`src/rtl/nd2_pkg.sv`:
```
// ----------------------------------------------------------------------------
// nd2_pkg
// shared types and constants for the newton distance block
// ----------------------------------------------------------------------------
package nd2_pkg;

    localparam int unsigned MAX_ITER_DEF    = 64;
    localparam int unsigned COORD_WIDTH_DEF = 24;
    localparam int unsigned TOL_WIDTH       = 32;
    localparam int unsigned DIST_WIDTH      = 25;
    localparam int unsigned SUM_WIDTH       = 64;
    localparam logic [TOL_WIDTH-1:0] TOL_RESET = 32'd655;

    typedef enum logic [2:0] {
        ST_IDLE,
        ST_SQUARE,
        ST_ROOT_SQ,
        ST_TEST,
        ST_DIVIDE,
        ST_UPDATE,
        ST_DONE
    } state_t;

    // controller to datapath
    typedef struct packed {
        logic load;
        logic square;
        logic test;
        logic div_start;
        logic update;
    } cmd_t;

    // datapath to controller
    typedef struct packed {
        logic tol_ok;
        logic div_done;
    } status_t;

endpackage

```
`src/rtl/nd2_ctrl.sv`:
```
// ----------------------------------------------------------------------------
// nd2_ctrl
// sequencer for the square, test, divide and update steps
// ----------------------------------------------------------------------------
module nd2_ctrl #(
    parameter int unsigned MAX_ITER = nd2_pkg::MAX_ITER_DEF
) (
    input  logic              aclk,
    input  logic              aresetn,
    input  logic              s_valid,
    output logic              s_ready,
    output logic              m_valid,
    input  logic              m_ready,
    output nd2_pkg::cmd_t     cmd,
    input  nd2_pkg::status_t  status,
    output logic              conv_set,
    output logic              conv_val
);
    localparam int unsigned IW = $clog2(MAX_ITER + 1);

    nd2_pkg::state_t state_reg, state_next;
    logic [IW-1:0]   iter_reg, iter_next;

    always_ff @(posedge aclk) begin
        if (!aresetn) begin
            state_reg <= nd2_pkg::ST_IDLE;
            iter_reg  <= '0;
        end else begin
            state_reg <= state_next;
            iter_reg  <= iter_next;
        end
    end

    always_comb begin
        state_next = state_reg;
        iter_next  = iter_reg;
        unique case (state_reg)
            nd2_pkg::ST_IDLE:   if (s_valid) begin
                state_next = nd2_pkg::ST_SQUARE;
            end
            nd2_pkg::ST_SQUARE: begin
                state_next = nd2_pkg::ST_ROOT_SQ;
                iter_next  = '0;
            end
            // estimate square settles into its register
            nd2_pkg::ST_ROOT_SQ: state_next = nd2_pkg::ST_TEST;
            nd2_pkg::ST_TEST: begin
                if (status.tol_ok || iter_reg == IW'(MAX_ITER))
                    state_next = nd2_pkg::ST_DONE;
                else
                    state_next = nd2_pkg::ST_DIVIDE;
            end
            nd2_pkg::ST_DIVIDE: if (status.div_done) begin
                state_next = nd2_pkg::ST_UPDATE;
            end
            nd2_pkg::ST_UPDATE: begin
                state_next = nd2_pkg::ST_ROOT_SQ;
                iter_next  = iter_reg + 1'b1;
            end
            nd2_pkg::ST_DONE:   if (m_ready) begin
                state_next = nd2_pkg::ST_IDLE;
            end
            default: state_next = nd2_pkg::ST_IDLE;
        endcase
    end

    always_comb begin
        s_ready       = 1'b0;
        m_valid       = 1'b0;
        cmd           = '0;
        conv_set      = 1'b0;
        conv_val      = 1'b0;
        unique case (state_reg)
            nd2_pkg::ST_IDLE:   begin
                s_ready  = 1'b1;
                cmd.load = s_valid;
            end
            nd2_pkg::ST_SQUARE: cmd.square = 1'b1;
            nd2_pkg::ST_ROOT_SQ: ;
            nd2_pkg::ST_TEST: begin
                cmd.test = 1'b1;
                if (status.tol_ok || iter_reg == IW'(MAX_ITER)) begin
                    conv_set = 1'b1;
                    conv_val = status.tol_ok;
                end else begin
                    cmd.div_start = 1'b1;
                end
            end
            nd2_pkg::ST_DIVIDE: ;
            nd2_pkg::ST_UPDATE: cmd.update = 1'b1;
            nd2_pkg::ST_DONE:   m_valid = 1'b1;
            default: ;
        endcase
    end

    a_iter_cap: assert property (@(posedge aclk) disable iff (!aresetn)
        iter_reg <= IW'(MAX_ITER)) else $error("iteration count past cap");
    a_done_hold: assert property (@(posedge aclk) disable iff (!aresetn)
        (m_valid && !m_ready) |=> m_valid) else $error("result dropped");
    a_one_side: assert property (@(posedge aclk) disable iff (!aresetn)
        !(s_ready && m_valid)) else $error("accept while result pending");
endmodule

```
`config.mk`:
```
export PLATFORM = sky130hd
export DESIGN_NAME = nd2_ctrl
export DESIGN_NICKNAME = d
export VERILOG_FILES = /design/src/rtl/nd2_pkg.sv /design/src/rtl/nd2_ctrl.sv
export SDC_FILE = /design/constraint.sdc
export NUM_CORES = 1
export LEC_CHECK = 0
export BUFFER_PORTS_ARGS = -buffer_cell sky130_fd_sc_hd__buf_2
export CAP_MARGIN = 20
export CORE_MARGIN = 2
export CORE_UTILIZATION = 44
export CTS_CLUSTER_SIZE = 28
export DETAILED_ROUTE_END_ITERATION = 8
export PLACE_DENSITY = 0.71
export SKIP_CTS_REPAIR_TIMING = 1
export SLEW_MARGIN = 15
export SYNTH_ARGS = -nofsm -noshare
export SYNTH_HDL_FRONTEND = slang
export SYNTH_SLANG_ARGS = --single-unit
```
`constraint.sdc`:
```
create_clock -name aclk -period 1.25 [get_ports aclk]
set_input_delay 0.1875 -clock aclk [delete_from_list [all_inputs] [get_ports aclk]]
set_output_delay 0.1875 -clock aclk [all_outputs]
set_load 0.01 [all_outputs]
```
Yosys cells after proc, flatten, opt, wreduce, memory -nomap -nowiden
Index checks and enable logic that the tools add are counted.
{ "word_totals": {"input_bits": 6, "regBits": 10} }
{ "op_classes": {"n_addsub": 1, "n_reduce_logical": 5, "n_mux": 17, "n_eq_ne": 10} }
{ "ops": {"columns": ["op", "n"], "rows": [
  ["$pmux W3 S6", 1],
  ["$pmux W7 S2", 1],
  ["$mux W1", 10],
  ["$eq A3 B3 Y1 const B", 3],
  ["$mux W3", 3],
  ["$add A7 B1 Y7 const B", 1],
  ["$eq A7 B7 Y1 const B", 1],
  ["$eq A3 B2 Y1 const B", 2],
  ["$ne A2 B2 Y1 const B", 3],
  ["$mux W2", 2],
  ["$eq A3 B1 Y1 const B", 1],
  ["$logic_not A3 Y1", 1],
  ["$reduce_and A3 Y1", 1],
  ["$reduce_bool A2 Y1", 1],
  ["$reduce_or A2 Y1", 1],
  ["$logic_or A1 B1 Y1", 1]
]} }

Logic depth before layout (Yosys ltp)
{ "logic_depth": {"word_depth": 4, "depth_mapped": 5, "mapped_depth_nobuf": 5} }

Worst setup path after synthesis
No wires, ideal clock.
{ "synth_path": {"path_kind": "register to output", "start": "reg iter_reg[0]", "end": "out conv_set", "setup_slack_ps": -108, "t_arrival_ps": 1170, "stages_incl_launch_ff": 6, "t_required_ps": 1062, "cell_sequence": "dfxtp_1 > inv_1 > ha_1 > nor4bb_1 > a21oi_1 > nor3_1"} }
{ "synth_via": {"elab_chain_len": 4} }
{ "synth_rtl": {"columns": ["element", "line", "text"], "rows": [
  ["from (decl)", "nd2_ctrl.sv:22", "logic [IW-1:0] iter_reg, iter_next;"],
  ["from (signal assigned)", "nd2_ctrl.sv:30", "iter_reg <= iter_next;"],
  ["$eq A7 B7 Y1", "nd2_ctrl.sv:82", "if (status.tol_ok || iter_reg == IW'(MAX_ITER)) begin"],
  ["$logic_or A1 B1 Y1", "nd2_ctrl.sv:82", null],
  ["$mux W1", "nd2_ctrl.sv:82", null],
  ["$mux W1", "nd2_ctrl.sv:73", "unique case (state_reg)"],
  ["to (decl)", "nd2_ctrl.sv:16", "output logic conv_set,"]
]} }
Every way passes these cells.

==> metrics.txt <==
outcome=complete, but fails checks; failing checks=setup timing; Tot GR Track Use=18.52%; FF/Latch Area=214.0 um^2; period utilization=129.6%; worst clock skew=0.004120 ns; Max Clock Freq=617.3 MHz; DR vias/cell=5.202; synth top area cells=dfxtp_1 34%, a21oi_1 4.3%, and2_1 4.3%, ha_1 4.3%, or3_1 4.3%; FP Rows=13; post-synth top area cell=dfxtp_1; ys flop type=dfxtp_1; #FFs+latches synth=10; initial core utilization=46.06%; first-pass GRT wire length=1938 um; initial antenna violation count=0; max-slew violations=0; clk buf depth=2; logic gate share of total power=24.3%; count leader, synth=dfxtp_1; P_int=0.5494 mW; Die Ht=40.44 um; Critical Path End Type=output pin; dpl cells=110; CORE AREA=0.001269 mm^2; setup slack after layout=-0.3699 ns; Nets=113; Max IR drop VDD=0.0006588 V; fin util=74.85%; clock root cell=clkbuf_4; Min Clock Period, post-route=1.620 ns; ANT nets after route=0; worst r2r src=iter_reg[0]; fraction of registers with async set/reset=0%; drt wl/cell=13.44 um; Num CTS Buffers=3; Worst Path Class, Setup=flip-flop to output pin; sequential area share after synthesis=34.26%; Clock Latency Late Sink=0.28 ns; WL final=1599 um; net switching power=0.2225 mW; diodes inserted=0; reg2reg setup slack=-0.01 ns; largest family of logic cells by synthesized area=simple AND/OR/NAND/NOR gates; Die ar.=0.001635 mm^2; Startpoint Class=flip-flop; Hold Fails Final Rpt=0; synthesized-area fraction occupied by adder cells=4.283%; Placer Congestion=0.7541; mux cell area share after synthesis=0%; worst reg2reg path endpoint=iter_reg[6]; layout cells sized above 1=54.81%; synthesis-to-layout area growth=62.53%; DRC Markers=0; IO Count=15; top cell type's share of synthesized area=34.26%; First DRT Iteration DRCs=7; worst slew pin tran=0.2252 ns; crit path from=iter_reg[0]; number of synthesized flops with an enable pin=0; CTS clk-pin slew, worst paths=0.07 ns; pin count of the biggest net entering global routing=9; Slew Limit Headroom=84.83%; WP data required=1.06 ns; Synth Area in Compound Gates=18.63%; Buffers on Ports=14; Syn Area/Cell=8.347 um^2; most common library cells after synthesis=10 x dfxtp_1, 6 x nor2_1, 5 x a21oi_1, 5 x nand2_1; total gr overflow=0; Yosys cell types=29; Simple-Gate Fraction of Synth Area=35.12%; Seq pwr share=43.3%; worst hold margin=0.1849 ns; final setup vio count=11; die width=40.44 um; RSZ-0062 raised after global routing=true; Num Clock Sinks=10; Final HPWL DP=974.3 um; max cap viols=0; Post-Syn Area=584.3 um^2; filler cell count in the final layout=81; Hold Path Class=input pin to flip-flop; H-tree Lvls=1; max reg flops=7; number of global-route vias before repair=497; Post-Synth XOR/XNOR Area=1.499%; Setup crit end=cmd[1]; fin cells=119; via count=619; Reg2Reg Depth=6; crit path DAT=1.43 ns; CP Max Fanout=3; Mapped Nets=78; Leak=0.4561 nW; Final Total Pwr=0.7719 mW; synthesized instance count=70; footprint of the multi-input gates=440.4 um^2; yosys warns=0; PD cells=812.8 mW/mm^2; switching share of power=28.83%; DR pass1 iterations=2; CTS tree=built; clock power share=32.5%
-- worst max-delay path, cell delays in order, from the launching register on --
cell      delay [ns]
dfxtp_4         0.36
inv_4           0.04
ha_4            0.14
nor4bb_4        0.14
a21oi_2         0.20
and2_4          0.17
buf_6           0.09
-- routing by layer --
metal / GRT usage [%] / up-vias / wire, um
met4: 12.50 / 0 / 25
li1: - / 316 / -
met5: 0 / - / 0
met2: 30.56 / 18 / 821
met1: 20.07 / 282 / 679
met3: 5.556 / 3 / 72
-- stage by stage --
stage               setup slack [ns]  TNS (ns)  instance area [um^2]
floorplan                   0.004909         0                 604.3
detailed placement          -0.09860   -0.2093                 777.0
finish                       -0.3699    -1.318                 949.7
global placement             -0.1027   -0.1767                 777.0
global route                 -0.4215    -2.004                 949.7
CTS                          -0.4163    -1.986                 803.3
-- cell type report --
class / count / area share [%]
inverter: 4 / 1.845
sequential: 10 / 22.53
clock buffer: 4 / 2.767
tap: 15 / 1.976
multi-input combinational: 53 / 46.38
timing repair buffer: 33 / 24.51
-- cells by family (layout without fill, tap and decap cells) --
kind of cell / count (synthesis) / after routing
flops: 10 / 10
fa+ha+maj: 2 / 2
simple gates: 32 / 32
buf+inv: 7 / 41
compound gates: 18 / 18
xor+xnor: 1 / 1
-- cell usage in the layout, fill, tap and decap left out, types with 2 or more instances in the layout --
master and count:
buf_4 17, buf_2 12, nor2_1 5, dfxtp_1 5, o21ai_0 4, or3_1 4
a21oi_1 4, nand2_1 4, buf_6 4, and2_1 3, nand3_1 3, clkbuf_4 3
dfxtp_4 3, a21oi_2 2, inv_1 2, a21boi_0 2, o211ai_1 2, ha_4 2
dfxtp_2 2
-- worst min-delay path by stage --
| stage | depth (start not counted) | start | endpoint | slack (ns) |
|---|---|---|---|---|
| after CTS | 2 | aresetn | state_reg[2] | 0.20 |
| after global routing | 2 | aresetn | state_reg[2] | 0.19 |
| after floorplan | 1 | aresetn | state_reg[2] | 0.31 |
| after global placement | 2 | iter_reg[6] | iter_reg[6] | 0.47 |
| final | 2 | aresetn | state_reg[2] | 0.18 |
| after detailed placement | 2 | iter_reg[6] | iter_reg[6] | 0.48 |
-- power by group through the flow --
stage | registers (mW) | logic, mW | clock network [mW]
3_5_place_dp | 0.339 | 0.130 | 0
3_3_place_gp | 0.339 | 0.128 | 0
5_1_grt | 0.335 | 0.201 | 0.271
2_1_floorplan | 0.334 | 0.0804 | 0
4_1_cts | 0.332 | 0.130 | 0.253
6_report | 0.334 | 0.187 | 0.250
No activity file was read; power rests on OpenSTA's default activity.
